$ cat src/design/gap_pkg.sv
// Shared types, constants and command codes for the grid A* path search block.
// Used by the controller, the datapath, the top level and the port checker.
package gap_pkg;

	localparam int MAX_W  = 32;
	localparam int MAX_H  = 32;
	localparam int XW     = $clog2(MAX_W);
	localparam int YW     = $clog2(MAX_H);
	localparam int CW     = XW + YW;
	localparam int NCELLS = MAX_W * MAX_H;
	localparam int GW     = 14;
	localparam int FW     = GW + 1;

	localparam logic [1:0] REQ_TOGGLE = 2'd0;
	localparam logic [1:0] REQ_CLEAR  = 2'd1;
	localparam logic [1:0] REQ_SEARCH = 2'd2;
	localparam logic [1:0] REQ_READ   = 2'd3;

	localparam logic [1:0] ST_OK     = 2'd0;
	localparam logic [1:0] ST_RANGE  = 2'd1;
	localparam logic [1:0] ST_NOPATH = 2'd2;
	localparam logic [1:0] ST_INDEX  = 2'd3;

	localparam logic [1:0] LS_NONE   = 2'd0;
	localparam logic [1:0] LS_OPEN   = 2'd1;
	localparam logic [1:0] LS_CLOSED = 2'd2;

	localparam logic [2:0] CFG_WIDTH   = 3'd0;
	localparam logic [2:0] CFG_HEIGHT  = 3'd1;
	localparam logic [2:0] CFG_START_X = 3'd2;
	localparam logic [2:0] CFG_START_Y = 3'd3;
	localparam logic [2:0] CFG_GOAL_X  = 3'd4;
	localparam logic [2:0] CFG_GOAL_Y  = 3'd5;

	// Datapath operations issued by the controller.
	localparam logic [4:0] DP_NOP       = 5'd0;
	localparam logic [4:0] DP_LATCH     = 5'd1;
	localparam logic [4:0] DP_LEN_CLR   = 5'd2;
	localparam logic [4:0] DP_CLR_MAP   = 5'd3;
	localparam logic [4:0] DP_CLR_LS    = 5'd4;
	localparam logic [4:0] DP_INIT      = 5'd5;
	localparam logic [4:0] DP_SCAN      = 5'd6;
	localparam logic [4:0] DP_CLOSE     = 5'd7;
	localparam logic [4:0] DP_NB_RD     = 5'd8;
	localparam logic [4:0] DP_NB_NEXT   = 5'd9;
	localparam logic [4:0] DP_NB_UPD    = 5'd10;
	localparam logic [4:0] DP_WALK_INIT = 5'd11;
	localparam logic [4:0] DP_WALK_WR   = 5'd12;
	localparam logic [4:0] DP_WALK_RD   = 5'd13;
	localparam logic [4:0] DP_WALK_UP   = 5'd14;
	localparam logic [4:0] DP_TOG_RD    = 5'd15;
	localparam logic [4:0] DP_TOG_WR    = 5'd16;
	localparam logic [4:0] DP_PT_RD     = 5'd17;
	localparam logic [4:0] DP_PT_UP     = 5'd18;
	localparam logic [4:0] DP_OUT       = 5'd19;

	typedef struct packed {
		logic [1:0]  req_type;
		logic [5:0]  pos_x;
		logic [5:0]  pos_y;
		logic [9:0]  path_index;
	} req_t;

	typedef struct packed {
		logic [1:0]  status;
		logic        cell_blocked;
		logic [10:0] path_length;
		logic [4:0]  point_x;
		logic [4:0]  point_y;
	} rsp_t;

	typedef struct packed {
		logic [1:0]    ls;
		logic [GW-1:0] g;
		logic [CW-1:0] par;
		logic [CW-1:0] ord;
	} rec_t;

	typedef struct packed {
		logic [4:0] op;
		logic [1:0] st;
	} cmd_t;

	typedef struct packed {
		logic cnt_last;
		logic start_in;
		logic tog_in;
		logic idx_ok;
		logic found;
		logic nb_ok;
		logic nb_last;
		logic goal_open;
		logic open_zero;
		logic walk_done;
		logic out_free;
	} stat_t;

endpackage

$ cat src/design/gap_ctrl.sv
// Controller state machine for the grid A* path search block.
// Depends on gap_pkg; drives gap_dp through cmd_t and reads stat_t.
module gap_ctrl (
	input  logic          clk,
	input  logic          arst_n,
	input  logic          req_valid,
	output logic          req_ready,
	input  logic [1:0]    req_type,
	input  gap_pkg::stat_t stat,
	output gap_pkg::cmd_t  cmd
);
	import gap_pkg::*;

	localparam logic [4:0] S_RST_CLR = 5'd0;
	localparam logic [4:0] S_IDLE    = 5'd1;
	localparam logic [4:0] S_TOG     = 5'd2;
	localparam logic [4:0] S_TOGW    = 5'd3;
	localparam logic [4:0] S_CLRM    = 5'd4;
	localparam logic [4:0] S_SRCH    = 5'd5;
	localparam logic [4:0] S_CLRLS   = 5'd6;
	localparam logic [4:0] S_INIT    = 5'd7;
	localparam logic [4:0] S_SCAN    = 5'd8;
	localparam logic [4:0] S_D1      = 5'd9;
	localparam logic [4:0] S_D2      = 5'd10;
	localparam logic [4:0] S_DEC     = 5'd11;
	localparam logic [4:0] S_NB      = 5'd12;
	localparam logic [4:0] S_NBU     = 5'd13;
	localparam logic [4:0] S_CHK     = 5'd14;
	localparam logic [4:0] S_WWR     = 5'd15;
	localparam logic [4:0] S_WRD     = 5'd16;
	localparam logic [4:0] S_WUP     = 5'd17;
	localparam logic [4:0] S_PT      = 5'd18;
	localparam logic [4:0] S_PTU     = 5'd19;
	localparam logic [4:0] S_DONE    = 5'd20;

	logic [4:0] state_q, state_d;
	logic [1:0] st_q, st_d;

	always_ff @(posedge clk or negedge arst_n) begin
		if (!arst_n) begin
			state_q <= S_RST_CLR;
			st_q    <= ST_OK;
		end else begin
			state_q <= state_d;
			st_q    <= st_d;
		end
	end

	assign req_ready = (state_q == S_IDLE);

	always_comb begin
		state_d = state_q;
		st_d    = st_q;
		cmd.op  = DP_NOP;
		cmd.st  = st_q;
		unique case (state_q)
			S_RST_CLR: begin
				cmd.op = DP_CLR_MAP;
				if (stat.cnt_last) state_d = S_IDLE;
			end
			S_IDLE: begin
				if (req_valid) begin
					cmd.op = DP_LATCH;
					unique case (req_type)
						REQ_TOGGLE: state_d = S_TOG;
						REQ_CLEAR:  state_d = S_CLRM;
						REQ_SEARCH: state_d = S_SRCH;
						REQ_READ:   state_d = S_PT;
						default:    state_d = S_IDLE;
					endcase
				end
			end
			S_TOG: begin
				if (stat.tog_in) begin
					cmd.op  = DP_TOG_RD;
					state_d = S_TOGW;
				end else begin
					st_d    = ST_RANGE;
					state_d = S_DONE;
				end
			end
			S_TOGW: begin
				cmd.op  = DP_TOG_WR;
				st_d    = ST_OK;
				state_d = S_DONE;
			end
			S_CLRM: begin
				cmd.op = DP_CLR_MAP;
				if (stat.cnt_last) begin
					st_d    = ST_OK;
					state_d = S_DONE;
				end
			end
			S_SRCH: begin
				cmd.op = DP_LEN_CLR;
				if (stat.start_in) begin
					state_d = S_CLRLS;
				end else begin
					st_d    = ST_RANGE;
					state_d = S_DONE;
				end
			end
			S_CLRLS: begin
				cmd.op = DP_CLR_LS;
				if (stat.cnt_last) state_d = S_INIT;
			end
			S_INIT: begin
				cmd.op  = DP_INIT;
				state_d = S_SCAN;
			end
			S_SCAN: begin
				cmd.op = DP_SCAN;
				if (stat.cnt_last) state_d = S_D1;
			end
			S_D1: state_d = S_D2;
			S_D2: state_d = S_DEC;
			S_DEC: begin
				if (stat.found) begin
					cmd.op  = DP_CLOSE;
					state_d = S_NB;
				end else begin
					st_d    = ST_NOPATH;
					state_d = S_DONE;
				end
			end
			S_NB: begin
				if (stat.nb_ok) begin
					cmd.op  = DP_NB_RD;
					state_d = S_NBU;
				end else begin
					cmd.op = DP_NB_NEXT;
					if (stat.nb_last) state_d = S_CHK;
				end
			end
			S_NBU: begin
				cmd.op  = DP_NB_UPD;
				state_d = stat.nb_last ? S_CHK : S_NB;
			end
			S_CHK: begin
				priority if (stat.goal_open) begin
					cmd.op  = DP_WALK_INIT;
					state_d = S_WWR;
				end else if (stat.open_zero) begin
					st_d    = ST_NOPATH;
					state_d = S_DONE;
				end else begin
					state_d = S_SCAN;
				end
			end
			S_WWR: begin
				cmd.op = DP_WALK_WR;
				if (stat.walk_done) begin
					st_d    = ST_OK;
					state_d = S_DONE;
				end else begin
					state_d = S_WRD;
				end
			end
			S_WRD: begin
				cmd.op  = DP_WALK_RD;
				state_d = S_WUP;
			end
			S_WUP: begin
				cmd.op  = DP_WALK_UP;
				state_d = S_WWR;
			end
			S_PT: begin
				if (stat.idx_ok) begin
					cmd.op  = DP_PT_RD;
					state_d = S_PTU;
				end else begin
					st_d    = ST_INDEX;
					state_d = S_DONE;
				end
			end
			S_PTU: begin
				cmd.op  = DP_PT_UP;
				st_d    = ST_OK;
				state_d = S_DONE;
			end
			S_DONE: begin
				if (stat.out_free) begin
					cmd.op  = DP_OUT;
					state_d = S_IDLE;
				end
			end
			default: state_d = S_IDLE;
		endcase
	end

endmodule

$ cat config.mk
export PLATFORM = sky130hd
export DESIGN_NAME = gap_ctrl
export DESIGN_NICKNAME = d
export VERILOG_FILES = /design/src/design/gap_pkg.sv /design/src/design/gap_ctrl.sv
export SDC_FILE = /design/constraint.sdc
export NUM_CORES = 1
export LEC_CHECK = 0
export BUFFER_PORTS_ARGS = -buffer_cell sky130_fd_sc_hd__buf_2
export CAP_MARGIN = 20
export CORE_ASPECT_RATIO = 2
export CORE_MARGIN = 3
export CORE_UTILIZATION = 40
export CTS_CLUSTER_SIZE = 40
export DETAILED_ROUTE_END_ITERATION = 8
export PLACE_DENSITY_LB_ADDON = 0.08
export SLEW_MARGIN = 10
export SYNTH_ARGS = -nofsm -noshare
export SYNTH_HDL_FRONTEND = slang
export SYNTH_SLANG_ARGS = --single-unit
$ cat constraint.sdc
create_clock -name clk -period 3.4 [get_ports clk]
set_input_delay 0.17 -clock clk [delete_from_list [all_inputs] [get_ports clk]]
set_output_delay 0.17 -clock clk [all_outputs]
set_load 0.005 [all_outputs]
## Word-level counts from Yosys, hierarchy flattened

Cells that the tools add are included.
Widths: inputs -> output; s select.

- Register bits after elaboration: 7
- Bits of input ports: 16
- Output and inout port bits: 8
- Word-level logic and storage cells: 81

- Equal/unequal tests: 37
- Mux-type cells: 35
- Reductions and logical operators: 7

Operators by type and width:

| kind | number |
|---|---|
| $pmux 5 s20 | 1 |
| $pmux 5 s18 | 1 |
| $mux 5 | 15 |
| $eq 5x4->1 const B | 8 |
| $ne 2x2->1 const B | 13 |
| $eq 5x5->1 const B | 5 |
| $eq 5x3->1 const B | 4 |
| $pmux 5 s4 | 1 |
| $mux 2 | 9 |
| $pmux 2 s8 | 1 |
| $eq 5x2->1 const B | 2 |
| $mux 3 | 3 |
| $reduce_and 9->1 | 1 |
| $mux 4 | 2 |
| $reduce_bool 8->1 | 1 |
| $reduce_and 7->1 | 1 |
| $eq 5x1->1 const B | 1 |
| $logic_not 5->1 | 1 |
| $eq 2x2->1 const B | 2 |
| $reduce_or 2->1 | 2 |
| $ne 3x3->1 const B | 1 |
| $eq 2x1->1 const B | 1 |
| $logic_not 2->1 | 1 |
| $mux 1 | 2 |

## Depth between registers and ports, before layout

Gate-level depths: netlist of run 1.

- Depth after elaboration: 4
- Gate-level depth with buffers: 7
- Gate-level depth less buffers: 6

## Least setup slack after synthesis of run 1

OpenSTA, ideal clock, no wires.

- Path type: register to register
- Start point: register state_q[3]
- End point: register st_q[0]
- Setup time: 0.125 ns
- Arrival time: 1.598 ns
- Required time: 3.275 ns
- Path slack: 1.677 ns
- Cell stages (with the launch flop): 8
- Path buffers: 2
- Period minus slack after synthesis: 1.723 ns
- Cells stage by stage: dfrtp_1 -> buf_6 -> nand2b_2 -> buf_4 -> a2111oi_2 -> a2111oi_1 -> and3_4 -> mux2_4

- Word-level cells in the longest chain between the ends: 4
- Elaborated cells on any way between the ends: 21
- Those cells by class: eq/ne (17); mux (1); reduce/logical (3)

RTL lines:

| element | line | text |
|---|---|---|
| start: declaration | gap_ctrl.sv:36 | `logic [4:0] state_q, state_d;` |
| start signal: assignment | gap_ctrl.sv:44 | `state_q <= state_d;` |
| $eq 5x5->1 / $eq 5x2->1 (equally long branches) | gap_ctrl.sv:56 | `unique case (state_q)` |
| $reduce_or 2->1 (no line) | n/a |  |
| $reduce_bool 8->1 (no line) | n/a |  |
| $reduce_and 9->1 (no line) | n/a |  |
| end signal: assignment | gap_ctrl.sv:45 | `st_q <= st_d;` |
| end: declaration | gap_ctrl.sv:37 | `logic [1:0] st_q, st_d;` |

Parallel ways exist; a longest one is shown, timed or not.
A chain may end at the register's enable or synchronous reset.

==> results_dict.tcl, run 1 <==
set metrics [dict create \
    synth_area_leaders "dfrtp_1 16%, a21oi_1 5.4%, o21ai_0 5.4%" \
    ys_ff_latch 7 \
    period_share 0.759 \
    antenna_cells 0 \
    ys_seq_area_frac 0.159 \
    netlist_area_mm2 0.00110 \
    dpl_cell_area_mm2 0.00119 \
    clk-insertion-delay-late_ns 0.23 \
    antenna_found_initial 0 \
    ios 24 \
    place_inst 191 \
    synth_top_area_frac 0.159 \
    die_h_um 80.3 \
    min_path_type "in2reg" \
    setup_viol 0 \
    fin_cells 196 \
    synthArstFlopShare 1.00 \
    critPathSlowestCell "dfrtp_1" \
    synth_area_leader_cell "dfrtp_1" \
    synth_fa_ha_area_frac 0.0227 \
    holdWs_ns 0.276 \
    overflow 0 \
    p_leak_nw 0.502 \
    synth_edf_count 0 \
    nets 187 \
    crit_family "flip-flops" \
    drt_first_pass_iters 4 \
    syn_avg_cell_area_um2 7.37 \
    vias_per_cell 6.85 \
    wl_um 3900 \
    gp_congestion 0.995 \
    cts.path.max_buffers 2 \
    dieArea_mm2 0.00347 \
    start_util 0.425 \
    clk_pin_slew_ns 0.04 \
    cts_max_level 1 \
    crit_path_end_kind "output pin" \
    grt_use_total 0.236 \
    rsz0062_at_grt "false" \
    vias 1343 \
    synth_warnings 0 \
    synth_compound_area_frac 0.391 \
    power.density_mw_per_mm2 725 \
    drv_slew 0 \
    worstPathArrival_ns 2.41 \
    nFillCells 280 \
    crit_path_start_kind "register" \
    tightest_slew_ns 0.788 \
    drt-wirelength-per-cell_um 19.9 \
    syn_to_final_growth_pct 12.9 \
    cap_violations 0 \
    grt_max_degree 26 \
    cts_resized 0 \
    dp.final_hpwl_um 2940 \
    path_cells "clkinv_1 > nand2_1 > a2bb2oi_1 > o21ai_0 > buf_2" \
    drive_gt1_frac 0.214 \
    synth.area.mux_share 0.0227 \
    finalCriticalPeriod_ns 2.58 \
    design_area_mm2 0.00125 \
    tns_ns 0 \
    cp_data_required_time_ns 3.23 \
    crit_path_max_fanout 25 \
    root_buffer "clkbuf_8" \
    drcViolationCount 0 \
    numClockSinks 7 \
    synth_nets 168 \
    fin_worst_skew_ns 0.00108 \
    max_freq_mhz 388 \
    grt_pass1_vias 1362 \
    die_x_um 43.2 \
    status "complete, no violations" \
    ys_types 56 \
    worstPathBufferInverterCount 2 \
    drt_iter0_markers 66 \
    rows 26 \
    yosys.area_share.simple 0.293 \
    vdd_drop_max_v 0.000248 \
    cts_made_buffers 3 \
    cts_tree "done" \
    maxSlewHeadroom 0.475 \
    port_buffers 23 \
    synthXorXnorAreaFrac 0.00793 \
    synth_top_family_by_area "compound AO/OA/AOI/OAI gates" \
    hold_viol 0 \
    ant_nets 0 \
    cpPeakStageDelay_ns 0.84 \
    critPathKind "reg2out" \
    post_cts_buffers 0 \
    syn_inst 150 \
    grt_pass1_wl_um 6270 \
    yosys_most_used_dff "dfrtp_1" \
    core-area_mm2 0.00260 \
]
## layer usage
| layer | routed length, um | up-vias | global-route usage | share of wire |
|---|---|---|---|---|
| met5 | 0 | - | 0 | 0 |
| met3 | 317 | 24 | 0.0359 | 0.081 |
| li1 | - | 615 | - | - |
| met2 | 1930 | 90 | 0.387 | 0.49 |
| met1 | 1380 | 614 | 0.258 | 0.35 |
| met4 | 272 | 0 | 0.184 | 0.070 |
## placed cells by master, fill, tap and decap left out, types with 4 or more instances in the layout
cell type  synthesis  routed
nor2_1             9       9
buf_2              5      23
o21ai_0           12      12
inv_1              6       6
dfrtp_1            7       7
a31oi_1            5       5
nand2_1           14      14
a21oi_1           12      12
nand2b_1           4       4
## worst paths after layout
path,startpoint,to,slack (ns),cells after the start
hold reg to reg,st_q[0],st_q[0],0.51,1
max in group asynchronous,arst_n,st_q[0],2.94,2
min in group asynchronous,arst_n,st_q[1],0.31,2
setup reg to reg,state_q[1],st_q[0],0.87,5
hold / removal,stat[10],state_q[1],0.28,3
setup / recovery,state_q[2],cmd[5],0.82,5
## cell families after synthesis
logic type               Yosys count
AO/OA/AOI/OAI                     62
XOR/XNOR                           1
adder cells (fa/ha/maj)            2
buffers and inverters             21
flip-flops                         7
multiplexers                       2
AND/OR/NAND/NOR                   55
## worst reg2reg max path, delay by kind of cell (launching register included)
kind | cells | cell delay [ns]
flops | 1 | 0.83
simple gates | 2 | 0.64
buf+inv | 1 | 0.50
mux | 1 | 0.29
compound gates | 1 | 0.16
## state kept, by name, indices dropped and copies added (netlist names)
| signal | flops |
|---|---|
| state_q | 5 |
| st_q | 2 |
## repair_timing
item                       4_1_cts  5_1_grt
hold endpoints to repair         7        0
hold buffers                     1        0
setup endpoints to repair        0        0
## synth_stat cells, drive strengths merged, types with 3 or more instances
cell type	number
a2111oi	3
a21oi	12
a221oi	3
a31oi	5
a32oi	3
buf	11
dfrtp	7
inv	6
nand2	14
nand2b	5
nor2	9
nor2b	3
nor3	4
nor3b	3
o21a	3
o21ai	12
or3	3
## metrics by stage
stage	power, mW	setup slack, ns	utilization
finish	0.904	0.820	0.479
global route	0.971	0.649	0.479
CTS	0.889	0.876	0.479
detailed placement	0.766	0.930	0.458
global placement	0.770	0.916	0.458
floorplan	0.626	1.68	-
## power by group
part	internal [mW]	switching (mW)
registers	0.107	0.103
logic	0.246	0.328
clock network	0.0813	0.0381
total	0.435	0.469
## layout make-up
| class | instances | area, um^2 | area share |
|---|---|---|---|
| multi-input combinational | 122 | 815 | 0.653 |
| sequential | 7 | 175 | 0.140 |
| timing repair buffer | 27 | 148 | 0.118 |
| tap | 28 | 35.0 | 0.0281 |
| inverter | 8 | 30.0 | 0.0241 |
| clock buffer | 4 | 45.0 | 0.0361 |
(Power assumes the default switching activity.)
==> run 2, diff against run 1 <==
ABC_AREA = 1   (was not set)
clock period = 2.71 ns   (was 3.4 ns; I/O delays follow)
==> run 2 against run 1 <==
Worst setup slack lost 0.036 ns. Core utilization up 3.4 points. Final area grew 0.40%. Power rose by 47%. Global-route usage rose by 0.21 points. Combinational power up 64%. Clock skew grew 0.0039 ns. Synthesized cell count grew 27%. Critical path type unchanged. Critical endpoint is now cmd[3]. Largest cell class unchanged.
==> results_dict.tcl, run 2 <==
set metrics [dict create \
    largest-register "state_q" \
    synth_warnings 0 \
    ys_ff_latch 7 \
    wl_um 3850 \
    synth_area_leader_cell "nand2_1" \
    overflow 0 \
    combPwrFrac 0.707 \
    tightest_slew_ns 0.466 \
    swShare 0.571 \
    synth_compound_area_frac 0.0400 \
    hold_viol 0 \
    p_leak_nw 0.798 \
    setup_slack_ns 0.784 \
    yosys.area_share.simple 0.660 \
    drive_gt1_frac 0.221 \
    dp.final_hpwl_um 3290 \
    cts_tree "done" \
    cp_data_required_time_ns 2.57 \
    grt_use_total 0.238 \
    netlist_area_mm2 0.00106 \
    maxSlewHeadroom 0.690 \
    crit_path_max_fanout 9 \
    largest_reg_flops 5 \
    clk_pin_slew_ns 0.04 \
    fin_worst_skew_ns 0.00501 \
    grt_max_degree 11 \
    start_util 0.436 \
    ios 24 \
    ys_seq_area_frac 0.165 \
    grt_pass1_vias 1364 \
    ant_nets 0 \
    synthXorXnorAreaFrac 0 \
    synth.area.mux_share 0 \
    synthArstFlopShare 1.00 \
    cts_made_buffers 3 \
    drv_slew 0 \
    worst-r2r-setup-slack_ns 0.91 \
    worstPathArrival_ns 1.79 \
    gp_congestion 0.982 \
    power.density_mw_per_mm2 1060 \
    vias_per_cell 5.69 \
    p_sw_mw 0.761 \
    core-area_mm2 0.00244 \
    grt_pass1_wl_um 6040 \
    p_clk_frac 0.116 \
    syn_inst 191 \
    tns_ns 0 \
    post-place-ws_ns 0.925 \
    rows 25 \
    post_cts_buffers 0 \
    drt_first_pass_iters 4 \
    period_share 0.711 \
    crit_path_end_kind "output pin" \
    finalCriticalPeriod_ns 1.93 \
    synth_nets 209 \
    ys_types 21 \
    drt-wirelength-per-cell_um 15.8 \
    vias 1389 \
    critPathKind "reg2out" \
    drt_iter0_markers 65 \
    synth_edf_count 0 \
    final_cell_mix "59 x nand2_1, 27 x nand3_1, 26 x nor2_1, 23 x buf_2, 22 x inv_1" \
    status "complete, no violations" \
    setup_viol 0 \
    numClockSinks 7 \
    synth_top_area_frac 0.208 \
    vdd_drop_max_v 0.000338 \
    min_path_type "in2reg" \
    die_x_um 42.5 \
    max_freq_mhz 519 \
    yosysMostFrequentCell "nand2_1" \
    cts_resized 0 \
    clk-insertion-delay-late_ns 0.23 \
    synth_top_family_by_area "simple AND/OR/NAND/NOR gates" \
    seqPwrFrac 0.177 \
    synthTopCellsByCount "59 x nand2_1, 27 x nand3_1, 26 x nor2_1" \
    crit_path_start_kind "register" \
    port_buffers 23 \
    syn_to_final_growth_pct 17.8 \
    rsz0062_at_grt "false" \
    cts.path.max_buffers 2 \
    layout_commonest_cell "nand2_1" \
    die_h_um 78.9 \
    antenna_found_initial 0 \
    root_buffer "clkbuf_8" \
    cts_max_level 1 \
    synth_area_leaders "nand2_1 21%, dfrtp_1 16%, nand3_1 13%" \
    p_int_mw 0.572 \
    reg_top3 "state_q (5), st_q (2)" \
    nets 236 \
    dieArea_mm2 0.00335 \
    yosys_most_used_dff "dfrtp_1" \
    syn_avg_cell_area_um2 5.57 \
    drcViolationCount 0 \
    synth_fa_ha_area_frac 0.0235 \
    holdWs_ns 0.200 \
    antenna_cells 0 \
    cap_violations 0 \
]
==> run 2: cell types whose count changed in the layout (fill, tap and decap cells not counted), moves of 5 or more <==
cell	before	now
nand4_1	0	12
nor2_2	0	7
a31oi_1	5	0
nand3_1	2	27
a21oi_1	12	2
nor2_1	9	26
nand2_1	14	59
o21ai_0	12	5
inv_1	6	22
==> run 2: through the flow <==
| stage | util | instance area, um^2 | instances | power [mW] |
|---|---|---|---|---|
| 5_1_grt | 0.513 | 1250 | 244 | 1.45 |
| 3_5_place_dp | 0.491 | 1200 | 239 | 1.17 |
| 3_3_place_gp | 0.491 | 1200 | 239 | 1.17 |
| 4_1_cts | 0.513 | 1250 | 244 | 1.33 |
| 6_report | 0.513 | 1250 | 244 | 1.33 |
| 2_1_floorplan | - | 1060 | 191 | 0.881 |
==> run 2: layout make-up <==
type | instances | area [um^2]
well taps | 27 | 33.8
inverters | 27 | 104
fillers | 268 | 1190
multi-input cells | 155 | 769
flip-flops and latches | 7 | 175
clock buffers | 4 | 45.0
repair buffers | 24 | 125
==> run 2: routing by layer <==
metal | GRT usage | up-vias | part of all wire
met5 | 0 | - | 0
met2 | 0.404 | 78 | 0.51
met4 | 0.240 | 0 | 0.097
li1 | - | 675 | -
met1 | 0.238 | 610 | 0.34
met3 | 0.0181 | 26 | 0.054
==> run 2: repair_timing <==
item,in CTS,in global routing
hold buffers,1,0
endpoints found under the hold margin,7,0
setup endpoints to repair,0,0
==> run 2: power groups by stage <==
stage / registers, mW / clock network (mW) / logic [mW]
after floorplan: 0.194 / 0 / 0.687
after global placement: 0.230 / 0 / 0.935
after detailed placement: 0.234 / 0 / 0.931
after CTS: 0.235 / 0.154 / 0.936
after global routing: 0.242 / 0.162 / 1.05
final: 0.236 / 0.155 / 0.942
==> run 2: worst max-delay path, cell delays in order, from the launching register on <==
cell     delay, ns
dfrtp_1       0.62
inv_4         0.13
nand3_1       0.15
nor2_1        0.10
a21oi_1       0.17
nand3_1       0.09
nor2_1        0.10
nand4_1       0.07
buf_2         0.13
==> run 2: worst paths after layout <==
check / start / endpoint / cells after the start
hold / removal: stat[10] / state_q[1] / 4
setup reg to reg: state_q[4] / state_q[2] / 9
max in group asynchronous: arst_n / st_q[0] / 2
hold reg to reg: st_q[0] / st_q[0] / 2
min in group asynchronous: arst_n / state_q[0] / 2
setup / recovery: state_q[4] / cmd[3] / 8
==> run 2: logic make-up after synthesis <==
| group | count (synthesis) |
|---|---|
| AO/OA/AOI/OAI | 8 |
| adder cells (fa/ha/maj) | 2 |
| AND/OR/NAND/NOR | 145 |
| flip-flops | 7 |
| buffers and inverters | 29 |
==> run 3, diff against run 2 <==
ABC_AREA = 0   (was 1)
clock period = 1.63 ns   (was 2.71 ns; I/O delays follow)
==> run 3 against run 2 <==
The run now ends with setup timing left. Die area is 3.5% higher. Final area increased by 55%. Register-to-register slack worse by 1.1 ns. Clock-buffer cell count is the same. Combinational power rose to 2.5 times the previous value. First-iteration DRC count grew 29%. Critical path depth fell by 3. Cell count grew 1.6%. Critical endpoint is now st_q[0]. Largest cell class unchanged.
==> results_dict.tcl, run 3 (synthesis gave the netlist of run 1 again) <==
set metrics [dict create \
    status "finished, violations left" \
    failed_checks "setup timing" \
    critPathKind "reg2reg" \
    wl_um 5250 \
    antenna_cells 0 \
    drive_gt1_frac 0.550 \
    drt-wirelength-per-cell_um 21.2 \
    min_path_type "in2async" \
    port_buffers 23 \
    grt_use_total 0.325 \
    regToRegStartpoint "state_q[0]" \
    path_cells "or3b_4 > nor4_4 > a2111oi_4 > and3_4 > mux2_4" \
    rsz0062_at_grt "true" \
    worst-r2r-setup-slack_ns -0.19 \
    die_x_um 43.2 \
    drt_first_pass_iters 4 \
    ff2ff_path_depth 5 \
    cts_tree "done" \
    die_h_um 80.3 \
    dp.final_hpwl_um 3820 \
    gp_congestion 0.980 \
    cap_violations 0 \
    combPwrFrac 0.801 \
    drt_iter0_markers 84 \
    vias 1656 \
    vdd_drop_max_v 0.000755 \
    cp-startpoint "state_q[0]" \
    reg_top3 "state_q (5), st_q (2)" \
    maxSlewHeadroom 0.713 \
    core-area_mm2 0.00260 \
    clk_pin_slew_ns 0.04 \
    seqPwrFrac 0.115 \
    finalCriticalPeriod_ns 1.82 \
    root_buffer "clkbuf_8" \
    rows 26 \
    largest-register "state_q" \
    crit_path_max_fanout 7 \
    syn_to_final_growth_pct 75.5 \
    crit_path_end_kind "register" \
    postLayoutCoreUtil 0.745 \
    holdWs_ns 0.213 \
    setup_slack_ns -0.192 \
    cts_made_buffers 3 \
    critPathSlowestCell "dfrtp_2" \
    nets 239 \
    grt_max_degree 14 \
    grt_pass1_wl_um 8430 \
    fin_worst_skew_ns 0.00447 \
    p_int_mw 1.61 \
    dieArea_mm2 0.00347 \
    cpPeakStageDelay_ns 0.48 \
    setup_viol 12 \
    crit_path_start_kind "register" \
    drcViolationCount 0 \
    final_cell_mix "40 x buf_4, 23 x buf_2, 13 x nand2_1, 12 x buf_6" \
    cts_max_level 1 \
    clk-insertion-delay-late_ns 0.23 \
    worstPathArrival_ns 1.94 \
    start_util 0.425 \
    drv_slew 0 \
    cts.path.max_buffers 2 \
    cp_data_required_time_ns 1.75 \
    largest_reg_flops 5 \
    period_share 1.12 \
    hold_viol 0 \
    p_leak_nw 0.820 \
    r2r-end "st_q[0]" \
    ant_nets 0 \
    p_sw_mw 1.39 \
    nFillCells 191 \
    p_clk_frac 0.084 \
    vias_per_cell 6.68 \
    numClockSinks 7 \
    swShare 0.463 \
    antenna_found_initial 0 \
    ios 24 \
    overflow 0 \
    layout_commonest_cell "buf_4" \
    max_freq_mhz 549 \
    grt_pass1_vias 1660 \
    tightest_slew_ns 0.426 \
    power.density_mw_per_mm2 1540 \
]
==> run 3: changes by cell type in the layout (fill, tap and decap cells not counted), sizes merged, moves of 12 or more <==
cell   change
buf       +55
nand2     -49
nand3     -29
nor2      -26
nand4     -12
inv       -21
==> run 3: routing by layer <==
layer  global-route usage  part of all wire
met1                0.369              0.36
met2                0.556              0.51
met3               0.0336             0.062
met4                0.199             0.073
met5                    0                 0
==> run 3: area by class of cell <==
cell class	count	area, um^2	area share
clock buffers	4	45.0	0.0232
inverters	8	32.5	0.0168
multi-input cells	122	1030	0.529
flip-flops and latches	7	180	0.0929
well taps	28	35.0	0.0181
repair buffers	79	621	0.320
==> run 3: worst max-delay path by stage <==
| stage | cells after the start | end |
|---|---|---|
| final | 5 | st_q[0] |
| after global placement | 5 | st_q[0] |
| after floorplan | 6 | st_q[0] |
| after detailed placement | 5 | st_q[0] |
| after global routing | 6 | cmd[3] |
| after CTS | 5 | st_q[0] |
==> run 3: metrics by stage <==
step           instances  area, um^2  TNS (ns)  setup WS (ns)  power [mW]
2_1_floorplan        150        1150   -0.0674        -0.0663        1.35
3_3_place_gp         234        1560    -0.991         -0.202        2.12
3_5_place_dp         234        1560     -1.40         -0.257        2.15
4_1_cts              247        1920     -1.22         -0.164        2.85
5_1_grt              248        1940     -2.60         -0.260        3.15
6_report             248        1940     -1.70         -0.192        3.00
==> run 3: what timing repair did <==
action | in CTS | in global routing
endpoints found under the setup margin | 12 | 12
endpoints found under the hold margin | 7 | 0
pin swaps | 17 | 5
gates resized for setup | 52 | 4
hold buffers | 1 | 0
buffers inserted | 8 | 1
==> run 3: worst max-delay path: cells and delay by family, from the launching register on <==
family,cells,cell delay (ns)
muxes,1,0.28
and+or+nand+nor,3,0.86
AOI/OAI and AO/OA,1,0.09
DFF,1,0.48
==> run 3: power by group through the flow <==
stage	registers (mW)	clock network [mW]	logic (mW)
floorplan	0.262	0	1.09
global placement	0.312	0	1.81
detailed placement	0.320	0	1.83
CTS	0.336	0.244	2.27
global route	0.351	0.263	2.54
finish	0.345	0.252	2.40
